File: src/rtl/core/ppsch_pkg.sv
// Shared types and constants of the preemptive priority scheduler.
package ppsch_pkg;

   localparam int MAX_TASKS_DEFAULT = 16;
   localparam int ID_W              = 8;
   localparam int PRIO_W            = 8;
   localparam int TIME_W            = 16;
   localparam logic [TIME_W-1:0] TIME_MAX = {TIME_W{1'b1}};

   localparam logic ACTION_LOAD = 1'b0;
   localparam logic ACTION_TICK = 1'b1;

   // One row of the task table.
   typedef struct packed {
      logic [ID_W-1:0]   id;
      logic [PRIO_W-1:0] prio;
      logic [TIME_W-1:0] arrival;
      logic [TIME_W-1:0] remaining;
      logic [TIME_W-1:0] burst;
   } entry_type;

   // One result word.
   typedef struct packed {
      logic              load_rejected;
      logic              idle;
      logic [ID_W-1:0]   running_id;
      logic              finished;
      logic [TIME_W-1:0] finish_time;
      logic [TIME_W-1:0] turnaround;
      logic [TIME_W-1:0] waiting;
      logic              all_done;
   } rsp_word_type;

endpackage

File: src/rtl/core/ppsch_req_if.sv
// Request channel: load or tick words into the scheduler.
interface ppsch_req_if;
   logic                          valid;
   logic                          ready;
   logic                          action;
   logic [ppsch_pkg::ID_W-1:0]    task_id;
   logic [ppsch_pkg::PRIO_W-1:0]  task_priority;
   logic [ppsch_pkg::TIME_W-1:0]  arrival_time;
   logic [ppsch_pkg::TIME_W-1:0]  burst_length;

   modport source (output valid, action, task_id, task_priority, arrival_time,
                   burst_length, input ready);
   modport sink   (input valid, action, task_id, task_priority, arrival_time,
                   burst_length, output ready);
endinterface

File: src/rtl/core/ppsch_rsp_if.sv
// Response channel: one result word per request word.
interface ppsch_rsp_if;
   logic                         valid;
   logic                         ready;
   logic                         load_rejected;
   logic                         idle;
   logic [ppsch_pkg::ID_W-1:0]   running_id;
   logic                         finished;
   logic [ppsch_pkg::TIME_W-1:0] finish_time;
   logic [ppsch_pkg::TIME_W-1:0] turnaround;
   logic [ppsch_pkg::TIME_W-1:0] waiting;
   logic                         all_done;

   modport source (output valid, load_rejected, idle, running_id, finished,
                   finish_time, turnaround, waiting, all_done, input ready);
   modport sink   (input valid, load_rejected, idle, running_id, finished,
                   finish_time, turnaround, waiting, all_done, output ready);
endinterface

File: src/rtl/core/preemptive_priority_scheduler_core.sv
// Preemptive priority scheduler: task table, sequential min-priority scan, completion stats.
//
// A load word passes through accept, table write and result register (states
// IDLE, LOAD, FINISH). A tick word passes through accept, the scan, a drain
// step, evaluation, a waiting step when the served task completes, and the
// result register: the table sits in a single-read-port memory and the scan
// reads one entry per cycle, so the number of loaded entries sets its length. The block takes one word at a
// time; req ready is high only between words. A finished result waits in
// the output register, and the next word is accepted meanwhile; its result
// is held back until the previous one has been taken. Memory contents need
// no clearing after reset: only entries below the fill count are ever read.
module preemptive_priority_scheduler_core #(
   parameter int MAX_TASKS = ppsch_pkg::MAX_TASKS_DEFAULT
) (
   input  logic        clock,
   input  logic        reset,
   ppsch_req_if.sink   req_port,
   ppsch_rsp_if.source rsp_port
);

   localparam int CNT_W = $clog2(MAX_TASKS + 1);
   localparam int IDX_W = (MAX_TASKS > 1) ? $clog2(MAX_TASKS) : 1;
   localparam logic [CNT_W-1:0] CNT_MAX = CNT_W'(MAX_TASKS);

   // sequencer codes
   localparam logic [2:0] ST_IDLE   = 3'd0;
   localparam logic [2:0] ST_LOAD   = 3'd1;
   localparam logic [2:0] ST_SCAN   = 3'd2;
   localparam logic [2:0] ST_DRAIN  = 3'd3;
   localparam logic [2:0] ST_EVAL   = 3'd4;
   localparam logic [2:0] ST_WAIT   = 3'd5;
   localparam logic [2:0] ST_FINISH = 3'd6;

   localparam int TW = ppsch_pkg::TIME_W;

   // ---------------------------------------------------------------------
   // State
   // ---------------------------------------------------------------------
   logic [2:0]                 state_ff, state_in;
   logic [CNT_W-1:0]           entry_count_ff, entry_count_in;
   logic [CNT_W-1:0]           finished_count_ff, finished_count_in;
   logic [TW-1:0]              current_time_ff, current_time_in;
   logic [MAX_TASKS-1:0]       done_flags_ff, done_flags_in;

   // captured request word and the tick's next time
   ppsch_pkg::entry_type       req_word_ff, req_word_in;
   logic [TW-1:0]              next_time_ff, next_time_in;

   // scan
   logic [CNT_W-1:0]           scan_idx_ff, scan_idx_in;
   logic                       rd_vld_ff, rd_vld_in;
   logic [IDX_W-1:0]           rd_idx_ff;
   ppsch_pkg::entry_type       rd_word_ff;
   logic                       best_vld_ff, best_vld_in;
   logic [IDX_W-1:0]           best_idx_ff, best_idx_in;
   ppsch_pkg::entry_type       best_word_ff, best_word_in;

   // result staging and output register
   ppsch_pkg::rsp_word_type    res_ff, res_in;
   ppsch_pkg::rsp_word_type    rsp_word_ff, rsp_word_in;
   logic                       rsp_valid_ff, rsp_valid_in;

   // task table
   ppsch_pkg::entry_type       table_mem [MAX_TASKS];
   logic                       mem_we;
   logic [IDX_W-1:0]           mem_waddr;
   ppsch_pkg::entry_type       mem_wdata;
   logic                       rd_en;

   // shared subtractor: turnaround, then waiting
   logic [TW-1:0]              alu_a, alu_b;
   logic [TW:0]                alu_diff;

   logic                       req_fire;
   logic                       cand_hit;

   assign req_port.ready = (state_ff == ST_IDLE);
   assign req_fire       = req_port.valid && req_port.ready;

   assign rsp_port.valid         = rsp_valid_ff;
   assign rsp_port.load_rejected = rsp_word_ff.load_rejected;
   assign rsp_port.idle          = rsp_word_ff.idle;
   assign rsp_port.running_id    = rsp_word_ff.running_id;
   assign rsp_port.finished      = rsp_word_ff.finished;
   assign rsp_port.finish_time   = rsp_word_ff.finish_time;
   assign rsp_port.turnaround    = rsp_word_ff.turnaround;
   assign rsp_port.waiting       = rsp_word_ff.waiting;
   assign rsp_port.all_done      = rsp_word_ff.all_done;

   assign alu_a    = (state_ff == ST_WAIT) ? res_ff.turnaround : next_time_ff;
   assign alu_b    = (state_ff == ST_WAIT) ? best_word_ff.burst : best_word_ff.arrival;
   assign alu_diff = {1'b0, alu_a} - {1'b0, alu_b};

   // candidate test on the word read last cycle
   assign cand_hit = rd_vld_ff && !done_flags_ff[rd_idx_ff]
                     && (rd_word_ff.arrival <= current_time_ff)
                     && (!best_vld_ff || (rd_word_ff.prio < best_word_ff.prio));

   assign rd_en     = (state_ff == ST_SCAN) && (scan_idx_ff != entry_count_ff);
   assign rd_vld_in = rd_en;

   always_comb begin
      state_in          = state_ff;
      entry_count_in    = entry_count_ff;
      finished_count_in = finished_count_ff;
      current_time_in   = current_time_ff;
      done_flags_in     = done_flags_ff;
      req_word_in       = req_word_ff;
      next_time_in      = next_time_ff;
      scan_idx_in       = scan_idx_ff;
      best_vld_in       = best_vld_ff;
      best_idx_in       = best_idx_ff;
      best_word_in      = best_word_ff;
      res_in            = res_ff;
      rsp_word_in       = rsp_word_ff;
      rsp_valid_in      = rsp_valid_ff && !rsp_port.ready;
      mem_we            = 1'b0;
      mem_waddr         = entry_count_ff[IDX_W-1:0];
      mem_wdata         = req_word_ff;

      if (cand_hit) begin
         best_vld_in  = 1'b1;
         best_idx_in  = rd_idx_ff;
         best_word_in = rd_word_ff;
      end

      case (state_ff)
         ST_IDLE: begin
            if (req_fire) begin
               req_word_in.id        = req_port.task_id;
               req_word_in.prio      = req_port.task_priority;
               req_word_in.arrival   = req_port.arrival_time;
               req_word_in.remaining = req_port.burst_length;
               req_word_in.burst     = req_port.burst_length;
               res_in       = '0;
               scan_idx_in  = '0;
               best_vld_in  = 1'b0;
               next_time_in = (current_time_ff == ppsch_pkg::TIME_MAX)
                              ? ppsch_pkg::TIME_MAX : current_time_ff + TW'(1);
               state_in     = (req_port.action == ppsch_pkg::ACTION_TICK)
                              ? ST_SCAN : ST_LOAD;
            end
         end
         ST_LOAD: begin
            if (entry_count_ff == CNT_MAX) begin
               res_in.load_rejected = 1'b1;
            end else begin
               mem_we         = 1'b1;
               done_flags_in[entry_count_ff[IDX_W-1:0]] = 1'b0;
               entry_count_in = entry_count_ff + CNT_W'(1);
            end
            state_in = ST_FINISH;
         end
         ST_SCAN: begin
            if (scan_idx_ff == entry_count_ff) begin
               state_in = ST_DRAIN;
            end else begin
               scan_idx_in = scan_idx_ff + CNT_W'(1);
            end
         end
         ST_DRAIN: begin
            state_in = ST_EVAL;
         end
         ST_EVAL: begin
            current_time_in = next_time_ff;
            if (!best_vld_ff) begin
               res_in.idle = 1'b1;
               state_in    = ST_FINISH;
            end else begin
               res_in.running_id = best_word_ff.id;
               mem_we    = 1'b1;
               mem_waddr = best_idx_ff;
               mem_wdata = best_word_ff;
               if (best_word_ff.remaining <= TW'(1)) begin
                  mem_wdata.remaining        = '0;
                  done_flags_in[best_idx_ff] = 1'b1;
                  finished_count_in  = finished_count_ff + CNT_W'(1);
                  res_in.finished    = 1'b1;
                  res_in.finish_time = next_time_ff;
                  res_in.turnaround  = alu_diff[TW-1:0];
                  state_in           = ST_WAIT;
               end else begin
                  mem_wdata.remaining = best_word_ff.remaining - TW'(1);
                  state_in            = ST_FINISH;
               end
            end
         end
         ST_WAIT: begin
            // borrow means turnaround below burst: clamp at zero
            res_in.waiting = alu_diff[TW] ? '0 : alu_diff[TW-1:0];
            state_in       = ST_FINISH;
         end
         ST_FINISH: begin
            if (!rsp_valid_ff || rsp_port.ready) begin
               rsp_word_in          = res_ff;
               rsp_word_in.all_done = (finished_count_ff == entry_count_ff);
               rsp_valid_in         = 1'b1;
               state_in             = ST_IDLE;
            end
         end
         default: begin
            state_in = ST_IDLE;
         end
      endcase
   end

   // control state
   always_ff @(posedge clock) begin
      if (reset) begin
         state_ff          <= ST_IDLE;
         entry_count_ff    <= '0;
         finished_count_ff <= '0;
         current_time_ff   <= '0;
         done_flags_ff     <= '0;
         rsp_valid_ff      <= 1'b0;
         rd_vld_ff         <= 1'b0;
         best_vld_ff       <= 1'b0;
      end else begin
         state_ff          <= state_in;
         entry_count_ff    <= entry_count_in;
         finished_count_ff <= finished_count_in;
         current_time_ff   <= current_time_in;
         done_flags_ff     <= done_flags_in;
         rsp_valid_ff      <= rsp_valid_in;
         rd_vld_ff         <= rd_vld_in;
         best_vld_ff       <= best_vld_in;
      end
   end

   // payload
   always_ff @(posedge clock) begin
      req_word_ff  <= req_word_in;
      next_time_ff <= next_time_in;
      scan_idx_ff  <= scan_idx_in;
      best_idx_ff  <= best_idx_in;
      best_word_ff <= best_word_in;
      res_ff       <= res_in;
      rsp_word_ff  <= rsp_word_in;
      rd_idx_ff    <= scan_idx_ff[IDX_W-1:0];
   end

   // task table: one write port, one registered read port
   always_ff @(posedge clock) begin
      if (mem_we) begin
         table_mem[mem_waddr] <= mem_wdata;
      end
      if (rd_en) begin
         rd_word_ff <= table_mem[scan_idx_ff[IDX_W-1:0]];
      end
   end

endmodule

File: src/flat_wrapper.sv
// flat-port wrapper written by rule: the top's interface ports become plain ports
module preemptive_priority_scheduler_core_flat 
#(
   parameter int MAX_TASKS = ppsch_pkg::MAX_TASKS_DEFAULT
)
  (clock, reset, req_port_valid, req_port_action, req_port_task_id, req_port_task_priority, req_port_arrival_time, req_port_burst_length, req_port_ready, rsp_port_valid, rsp_port_load_rejected, rsp_port_idle, rsp_port_running_id, rsp_port_finished, rsp_port_finish_time, rsp_port_turnaround, rsp_port_waiting, rsp_port_all_done, rsp_port_ready);
  ppsch_req_if req_port_i ();
  ppsch_rsp_if rsp_port_i ();
  input  logic clock;
  input  logic reset;
  input wire logic [$bits(req_port_i.valid)-1:0] req_port_valid;
  input wire logic [$bits(req_port_i.action)-1:0] req_port_action;
  input wire logic [$bits(req_port_i.task_id)-1:0] req_port_task_id;
  input wire logic [$bits(req_port_i.task_priority)-1:0] req_port_task_priority;
  input wire logic [$bits(req_port_i.arrival_time)-1:0] req_port_arrival_time;
  input wire logic [$bits(req_port_i.burst_length)-1:0] req_port_burst_length;
  output wire logic [$bits(req_port_i.ready)-1:0] req_port_ready;
  output wire logic [$bits(rsp_port_i.valid)-1:0] rsp_port_valid;
  output wire logic [$bits(rsp_port_i.load_rejected)-1:0] rsp_port_load_rejected;
  output wire logic [$bits(rsp_port_i.idle)-1:0] rsp_port_idle;
  output wire logic [$bits(rsp_port_i.running_id)-1:0] rsp_port_running_id;
  output wire logic [$bits(rsp_port_i.finished)-1:0] rsp_port_finished;
  output wire logic [$bits(rsp_port_i.finish_time)-1:0] rsp_port_finish_time;
  output wire logic [$bits(rsp_port_i.turnaround)-1:0] rsp_port_turnaround;
  output wire logic [$bits(rsp_port_i.waiting)-1:0] rsp_port_waiting;
  output wire logic [$bits(rsp_port_i.all_done)-1:0] rsp_port_all_done;
  input wire logic [$bits(rsp_port_i.ready)-1:0] rsp_port_ready;
  assign req_port_i.valid = req_port_valid;
  assign req_port_i.action = req_port_action;
  assign req_port_i.task_id = req_port_task_id;
  assign req_port_i.task_priority = req_port_task_priority;
  assign req_port_i.arrival_time = req_port_arrival_time;
  assign req_port_i.burst_length = req_port_burst_length;
  assign req_port_ready = req_port_i.ready;
  assign rsp_port_valid = rsp_port_i.valid;
  assign rsp_port_load_rejected = rsp_port_i.load_rejected;
  assign rsp_port_idle = rsp_port_i.idle;
  assign rsp_port_running_id = rsp_port_i.running_id;
  assign rsp_port_finished = rsp_port_i.finished;
  assign rsp_port_finish_time = rsp_port_i.finish_time;
  assign rsp_port_turnaround = rsp_port_i.turnaround;
  assign rsp_port_waiting = rsp_port_i.waiting;
  assign rsp_port_all_done = rsp_port_i.all_done;
  assign rsp_port_i.ready = rsp_port_ready;
  preemptive_priority_scheduler_core #(.MAX_TASKS(MAX_TASKS)) u_core (.clock(clock), .reset(reset), .req_port(req_port_i), .rsp_port(rsp_port_i));
endmodule
File: config.mk
export PLATFORM = sky130hd
export DESIGN_NAME = preemptive_priority_scheduler_core_flat
export DESIGN_NICKNAME = d
export VERILOG_FILES = /design/src/rtl/core/ppsch_pkg.sv /design/src/rtl/core/ppsch_req_if.sv /design/src/rtl/core/ppsch_rsp_if.sv /design/src/rtl/core/preemptive_priority_scheduler_core.sv /design/src/flat_wrapper.sv
export SDC_FILE = /design/constraint.sdc
export NUM_CORES = 1
export LEC_CHECK = 0
export BUFFER_PORTS_ARGS = -buffer_cell sky130_fd_sc_hd__buf_2
export CAP_MARGIN = 10
export CORE_ASPECT_RATIO = 0.9
export CORE_MARGIN = 4
export CORE_UTILIZATION = 50
export CTS_CLUSTER_SIZE = 28
export DETAILED_ROUTE_END_ITERATION = 12
export GPL_TIMING_DRIVEN = 1
export MAX_ROUTING_LAYER = met4
export PLACE_DENSITY = 0.63
export SETUP_SLACK_MARGIN = 0.15
export SLEW_MARGIN = 20
export SYNTH_ARGS = -nofsm -noshare
export SYNTH_HDL_FRONTEND = slang
export SYNTH_SLANG_ARGS = --single-unit
File: constraint.sdc
create_clock -name clock -period 7 [get_ports clock]
set_input_delay 0 -clock clock [delete_from_list [all_inputs] [get_ports clock]]
set_output_delay 0 -clock clock [all_outputs]
set_load 0.01 [all_outputs]
# Word-level counts from Yosys, hierarchy flattened
# Memory sizes are Yosys's and may differ from the RTL's. A register that Yosys moved wholly into a read port is not among the register bits.
# Cells that the tools add are included.
# word_totals
mem_bits_rw	1024
memories	1
out_inout_bits	62
inputBits	53
regBits	308
wordCells	154
# op_classes
addsub	6
n_bitwise	4
muxes	46
n_reduce_logical	33
n_eq_ne	20
n_lt_le_gt_ge	8
# memory_table
memory	depth	width	read_ports	rd_ports_with_merged_regs	write_ports	line	rtl
u_core.table_mem	16	64	1	1	1	preemptive_priority_scheduler_core.sv:64	ppsch_pkg::entry_type table_mem [MAX_TASKS];
# op_table
operator	n
2-to-1 mux 64 bit	2
2-to-1 mux 16 bit	7
one-hot mux 42 bit (2 select lines)	1
one-hot mux 16 bit (2 select lines)	2
2-to-1 mux 60 bit	1
2-to-1 mux 41 bit	1
2-to-1 mux 33 bit	1
one-hot mux 3 bit (6 select lines)	1
AND reduction 3 bit	6
subtractor 16 x 16 -> 17 bit	1
adder 16 x 1 -> 16 bit (second input constant)	1
AND 16 bit	1
== test 16 bit (second input constant)	1
<= comparator 16 x 1 -> 1 bit (second input constant)	1
<= comparator 16 bit	1
inverter 16 bit	1
OR 16 bit	1
subtractor 16 x 1 -> 16 bit (second input constant)	1
adder 5 x 1 -> 5 bit (second input constant)	3
less-than comparator 4 x 5 -> 1 bit (second input constant)	3
2-to-1 mux 1 bit	14
2-to-1 mux 3 bit	4
== test 5 bit	2
2-to-1 mux 5 bit	2
24 further kinds	58

# Logic depth before layout (Yosys ltp)
# depth
depth_word	9
mapped_depth	15
ltp_nobuf	11

# Worst setup path after synthesis
# No wires, ideal clock.
# synth_path
path_kind	flip-flop to flip-flop
from	register u_core.rd_idx_ff[0]
to	register u_core.best_idx_ff[0], enable pin
n_path_buf	0
t_required_ns	6.483
period_less_slack_ns	5.430
path_slack_ns	1.570
setup_ns	0.517
stages_incl_launch_ff	5
t_arrival_ns	4.913
cell_sequence	dfxtp_1 -> mux4_2 -> mux4_2 -> nand3b_1 -> a21oi_1
# synth_between
elab_chain_len	6
# synth_rtl
item	line	rtl
start: declaration	preemptive_priority_scheduler_core.sv:52	logic [IDX_W-1:0] rd_idx_ff;
start signal: assignment	preemptive_priority_scheduler_core.sv:239	rd_idx_ff <= scan_idx_ff[IDX_W-1:0];
binary-select mux 1 bit (select 4 bit)	preemptive_priority_scheduler_core.sv:95	assign cand_hit = rd_vld_ff && !done_flags_ff[rd_idx_ff]
2-to-1 mux 1 bit (not written as such)	preemptive_priority_scheduler_core.sv:95	
zero test 1 bit	preemptive_priority_scheduler_core.sv:95	
logical AND 1 bit	preemptive_priority_scheduler_core.sv:95	
logical AND 1 bit	preemptive_priority_scheduler_core.sv:96	&& (rd_word_ff.arrival <= current_time_ff)
logical AND 1 bit	preemptive_priority_scheduler_core.sv:97	&& (!best_vld_ff || (rd_word_ff.prio < best_word_ff.prio));
net u_core.cand_hit	preemptive_priority_scheduler_core.sv:75	logic cand_hit;
end signal: assignment	preemptive_priority_scheduler_core.sv:235	best_idx_ff <= best_idx_in;
end: declaration	preemptive_priority_scheduler_core.sv:55	logic [IDX_W-1:0] best_idx_ff, best_idx_in;
# The timed path passes the listed nets, and every way through them passes these cells. The select of a mux whose other input is x is not followed.
# A chain may end at the register's enable or synchronous reset.

# Worst setup path after layout
# layout_path
from	register u_core.state_ff[2]
to	register u_core.res_ff[16] (netlist bit), data pin
# layout_between
elab_chain_len	5
elab_cells_between_ends	7
cone_classes	add/sub (1); eq/ne (1); mux (4); reduce/logical (1)
# layout_rtl
item	line	rtl
start: declaration	preemptive_priority_scheduler_core.sv:39	logic [2:0] state_ff, state_in;
start signal: assignment	preemptive_priority_scheduler_core.sv:219	state_ff <= state_in;
== test 3 bit	preemptive_priority_scheduler_core.sv:90, preemptive_priority_scheduler_core.sv:91, preemptive_priority_scheduler_core.sv:127	
2-to-1 mux 16 bit (on tied branches)	preemptive_priority_scheduler_core.sv:90, preemptive_priority_scheduler_core.sv:91	
subtractor 16 x 16 -> 17 bit	preemptive_priority_scheduler_core.sv:92	assign alu_diff = {1'b0, alu_a} - {1'b0, alu_b};
2-to-1 mux 16 bit	preemptive_priority_scheduler_core.sv:190	res_in.waiting = alu_diff[TW] ? '0 : alu_diff[TW-1:0];
one-hot mux 16 bit (2 select lines) *	preemptive_priority_scheduler_core.sv:127	case (state_ff)
end signal: assignment	preemptive_priority_scheduler_core.sv:237	res_ff <= res_in;
end: declaration	preemptive_priority_scheduler_core.sv:59	ppsch_pkg::rsp_word_type res_ff, res_in;
# Every way passes the cells marked *; elsewhere a longest branch is shown, timed or not.

==> key figures <==
Synthesis
  • YS warnings: 0
  • Asr flop ratio synth: 0%
  • Mapped Avg Cell Area: 20.8 sq um
  • Number of synthesized flops with an enable pin: 1344
  • Sequential-to-total area share from yosys stat: 77.2%
  • Number of synthesized register bits: 1396
  • Synth Net Count: 2684
  • Synth cell types: 57
  • Post-Synthesis Cells: 2582
  • Synth top area cells: edfxtp_1 75%, mux4_2 14%, dfxtp_1 1.9%
  • Synth top area share: 75.2%
  • Synth Cell Area: 53700 sq um
  • Synth area leader: edfxtp_1
  • Synth Flop Type: edfxtp_1

Drt
  • Routed WL: 121000 um
  • Via density: 5.98
  • Pre-antenna DRT Iters: 5
  • Drt wl/cell: 27.7 um
  • Via count: 26200
  • Drt drc: 0
  • DRT iter0 DRCs: 2876
  • Routed Antenna Nets: 0

Floorplan
  • Row cnt: 113
  • Core box area: 106000 sq um
  • Die area: 113000 sq um
  • Initial core utilization: 50.6%
  • Die height: 319 um
  • Die X-Extent: 353 um
  • Io pins: 115

Cells and area
  • Share of cells above drive strength 1: 24.9%
  • Nets: 2985
  • Area Overhead vs Synth: 15.0%
  • Diode count: 0
  • Final cell count without fillers: 4376

Run
  • Max cap viols: 0

Timing
  • Setup TNS: 0 ns
  • Rel. slew slack: 26.9%
  • Maximum clock rate: 0.211 GHz
  • Final Setup Violations: 0
  • Final Hold Slack: 0.259 ns
  • Pin slew with the least headroom to its limit: 1.10 ns
  • Number of hold violations in the final report: 0
  • Min cycle time layout: 4.75 ns
  • Period utilisation layout: 67.9%
  • RSZ-0062 raised after global routing: false
  • Slew Limit Fails: 0
  • Clock Skew: 0.0293 ns

Place
  • Routability cong.: 0.871
  • Placed Cells: 4015
  • I/O Buffers: 114
  • DP HPWL: 66700 um

Power and ir drop
  • Power density cells: 369 nW/um^2
  • Maximum VDD drop: 0.000359 V
  • Leakage: 0.0201 uW

Clock network
  • Sink Count: 1396
  • CTS clk-pin slew, worst paths: 0.07 ns
  • TritonCTS clock tree: built
  • Skew-Pair Late Insertion Delay: 0.75 ns
  • Resize count post-CTS: 0
  • Root buf cell: clkbuf_16
  • Clock buffer count from CTS: 140
  • Max clock buf depth: 3
  • H-Tree Depth: 4

Global routing
  • Global route overflow: 0
  • Vias in the first global route: 26900
  • Largest net degree at the start of global routing: 146
  • Total track usage: 22.5%
  • Global-route wire length before repair: 180000 um
  • Initial antenna violation count: 2

Worst setup path
  • Type of origin of the critical path: flop
  • Critical setup path kind: reg -> reg
  • Crit path DAT: 5.20 ns
  • Worst EP required: 7.45 ns
  • CP endpoint kind: flop
  • CP Max Fanout: 19

Min path
  • Hold WC Path Type: in -> reg

Status
  • Status: complete, no violations
## cells in the mapped netlist (all sizes together), types with 18 or more instances
master / instances
and2: 29
a21oi: 26
buf: 42
nor3: 19
inv: 45
dfxtp: 52
nand2: 187
xor2: 20
clkbuf: 69
nand3: 28
ha: 48
o21ai: 46
edfxtp: 1344
mux2i: 18
mux4: 325
xnor2: 35
nor2: 104
## final cells by class
class | instances | area (sq um)
inverter | 45 | 171
clock buffer | 165 | 3670
sequential | 1396 | 41400
fill | 7663 | 44300
multi-input combinational | 1030 | 11800
clock inverter | 90 | 753
tap | 1380 | 1730
timing repair buffer | 270 | 2200
## metrics by stage
step | util (%) | cell area (sq um) | power, uW | setup slack [ns]
floorplan | - | 53700 | 14300 | 1.57
global placement | 53.0 | 56200 | 15600 | 2.48
detailed placement | 53.0 | 56200 | 15800 | 2.32
CTS | 58.2 | 61700 | 23000 | 2.29
global route | 58.2 | 61700 | 23800 | 1.96
finish | 58.2 | 61700 | 22800 | 2.25
## critical path: stages (launching register included)
cell,delay [ns]
dfxtp_1,0.54
nand3b_1,0.70
buf_4,0.51
mux2_2,0.28
ha_1,0.17
inv_1,0.07
fa_1,0.46
a21o_1,0.20
a221oi_1,0.49
o21bai_1,0.21
a21o_1,0.26
a21oi_4,0.41
nor3_1,0.14
## final timing paths
check                                        from                                        to  slack, ns  cells after the start
hold / removal                              reset  u_core.finished_count_ff[3]$_SDFFE_PP0P_       0.26                      3
hold reg to reg   u_core.res_ff[55]$_SDFFCE_PN0P_   u_core.rsp_port.running_id[5]$_DFFE_PP_       0.42                      0
setup reg to reg  u_core.state_ff[2]$_SDFFE_PP0P_           u_core.res_ff[16]$_SDFFCE_PP0P_       2.25                     12
setup / recovery  u_core.state_ff[2]$_SDFFE_PP0P_           u_core.res_ff[16]$_SDFFCE_PP0P_       2.25                     12
## power breakdown
group | switching [uW] | internal [uW] | leakage [uW]
combinational | 2630 | 2280 | 0.00535
clock | 3130 | 4080 | 0.00218
sequential | 340 | 10300 | 0.0126
## layer usage
layer	track usage, %	wire length [um]	share of wire [%]	vias up
li1	-	-	-	11100
met1	30.9	50100	41	13800
met2	34.7	58900	49	1027
met3	4.11	8650	7.1	208
met4	7.27	3690	3.0	0
met5	-	0	0	-
## logic make-up (layout without fill, tap and decap cells)
logic type                 count (synthesis)  after routing  share of synthesized area [%]
xor gates and xnor gates                  55             55                          0.898
AOI/OAI and AO/OA                        140            140                           1.70
muxes                                    360            360                           14.3
buffers and inverters                    156            570                           1.18
and+or+nand+nor                          426            426                           3.58
adders and majority gates                 49             49                           1.16
DFF                                     1396           1396                           77.2
## timing repair
item | CTS | global route
endpoints found under the hold margin | 67 | 0
hold buffers | 102 | 0
setup buffers | 0 | 0
## sequential cells by signal, summed over array words and instances, names as in the netlist, 5 cells and up
register,count
u_core.best_word_ff,64
u_core.current_time_ff,16
u_core.done_flags_ff,16
u_core.entry_count_ff,5
u_core.finished_count_ff,5
u_core.next_time_ff,16
u_core.rd_word_ff,64
u_core.req_word_ff,48
u_core.res_ff,59
u_core.rsp_port.finish_time,16
u_core.rsp_port.running_id,8
u_core.rsp_port.turnaround,16
u_core.rsp_port.waiting,16
u_core.scan_idx_ff,5
u_core.table_mem,1024
## layout by cell type, fill, tap and decap left out, drive strengths merged, types with 7 or more instances in the layout
master	Yosys	layout
edfxtp	1344	1344
nand4	9	9
xnor2	35	35
xor2	20	20
a211oi	7	7
nor4	8	8
nor3	19	19
a32o	8	8
a31oi	7	7
nor2	104	104
o21a	17	17
inv	45	55
mux4	325	325
nand2b	10	10
clkbuf	69	167
bufinv	0	8
ha	48	48
mux2	17	17
dlygate4sd3	0	102
clkinv	0	70
nand2	187	187
and3	13	13
nand3	28	28
dfxtp	52	52
o21ai	46	46
a21o	12	12
buf	42	166
mux2i	18	18
a21oi	26	26
and2	29	29
(Power assumes the default switching activity.)
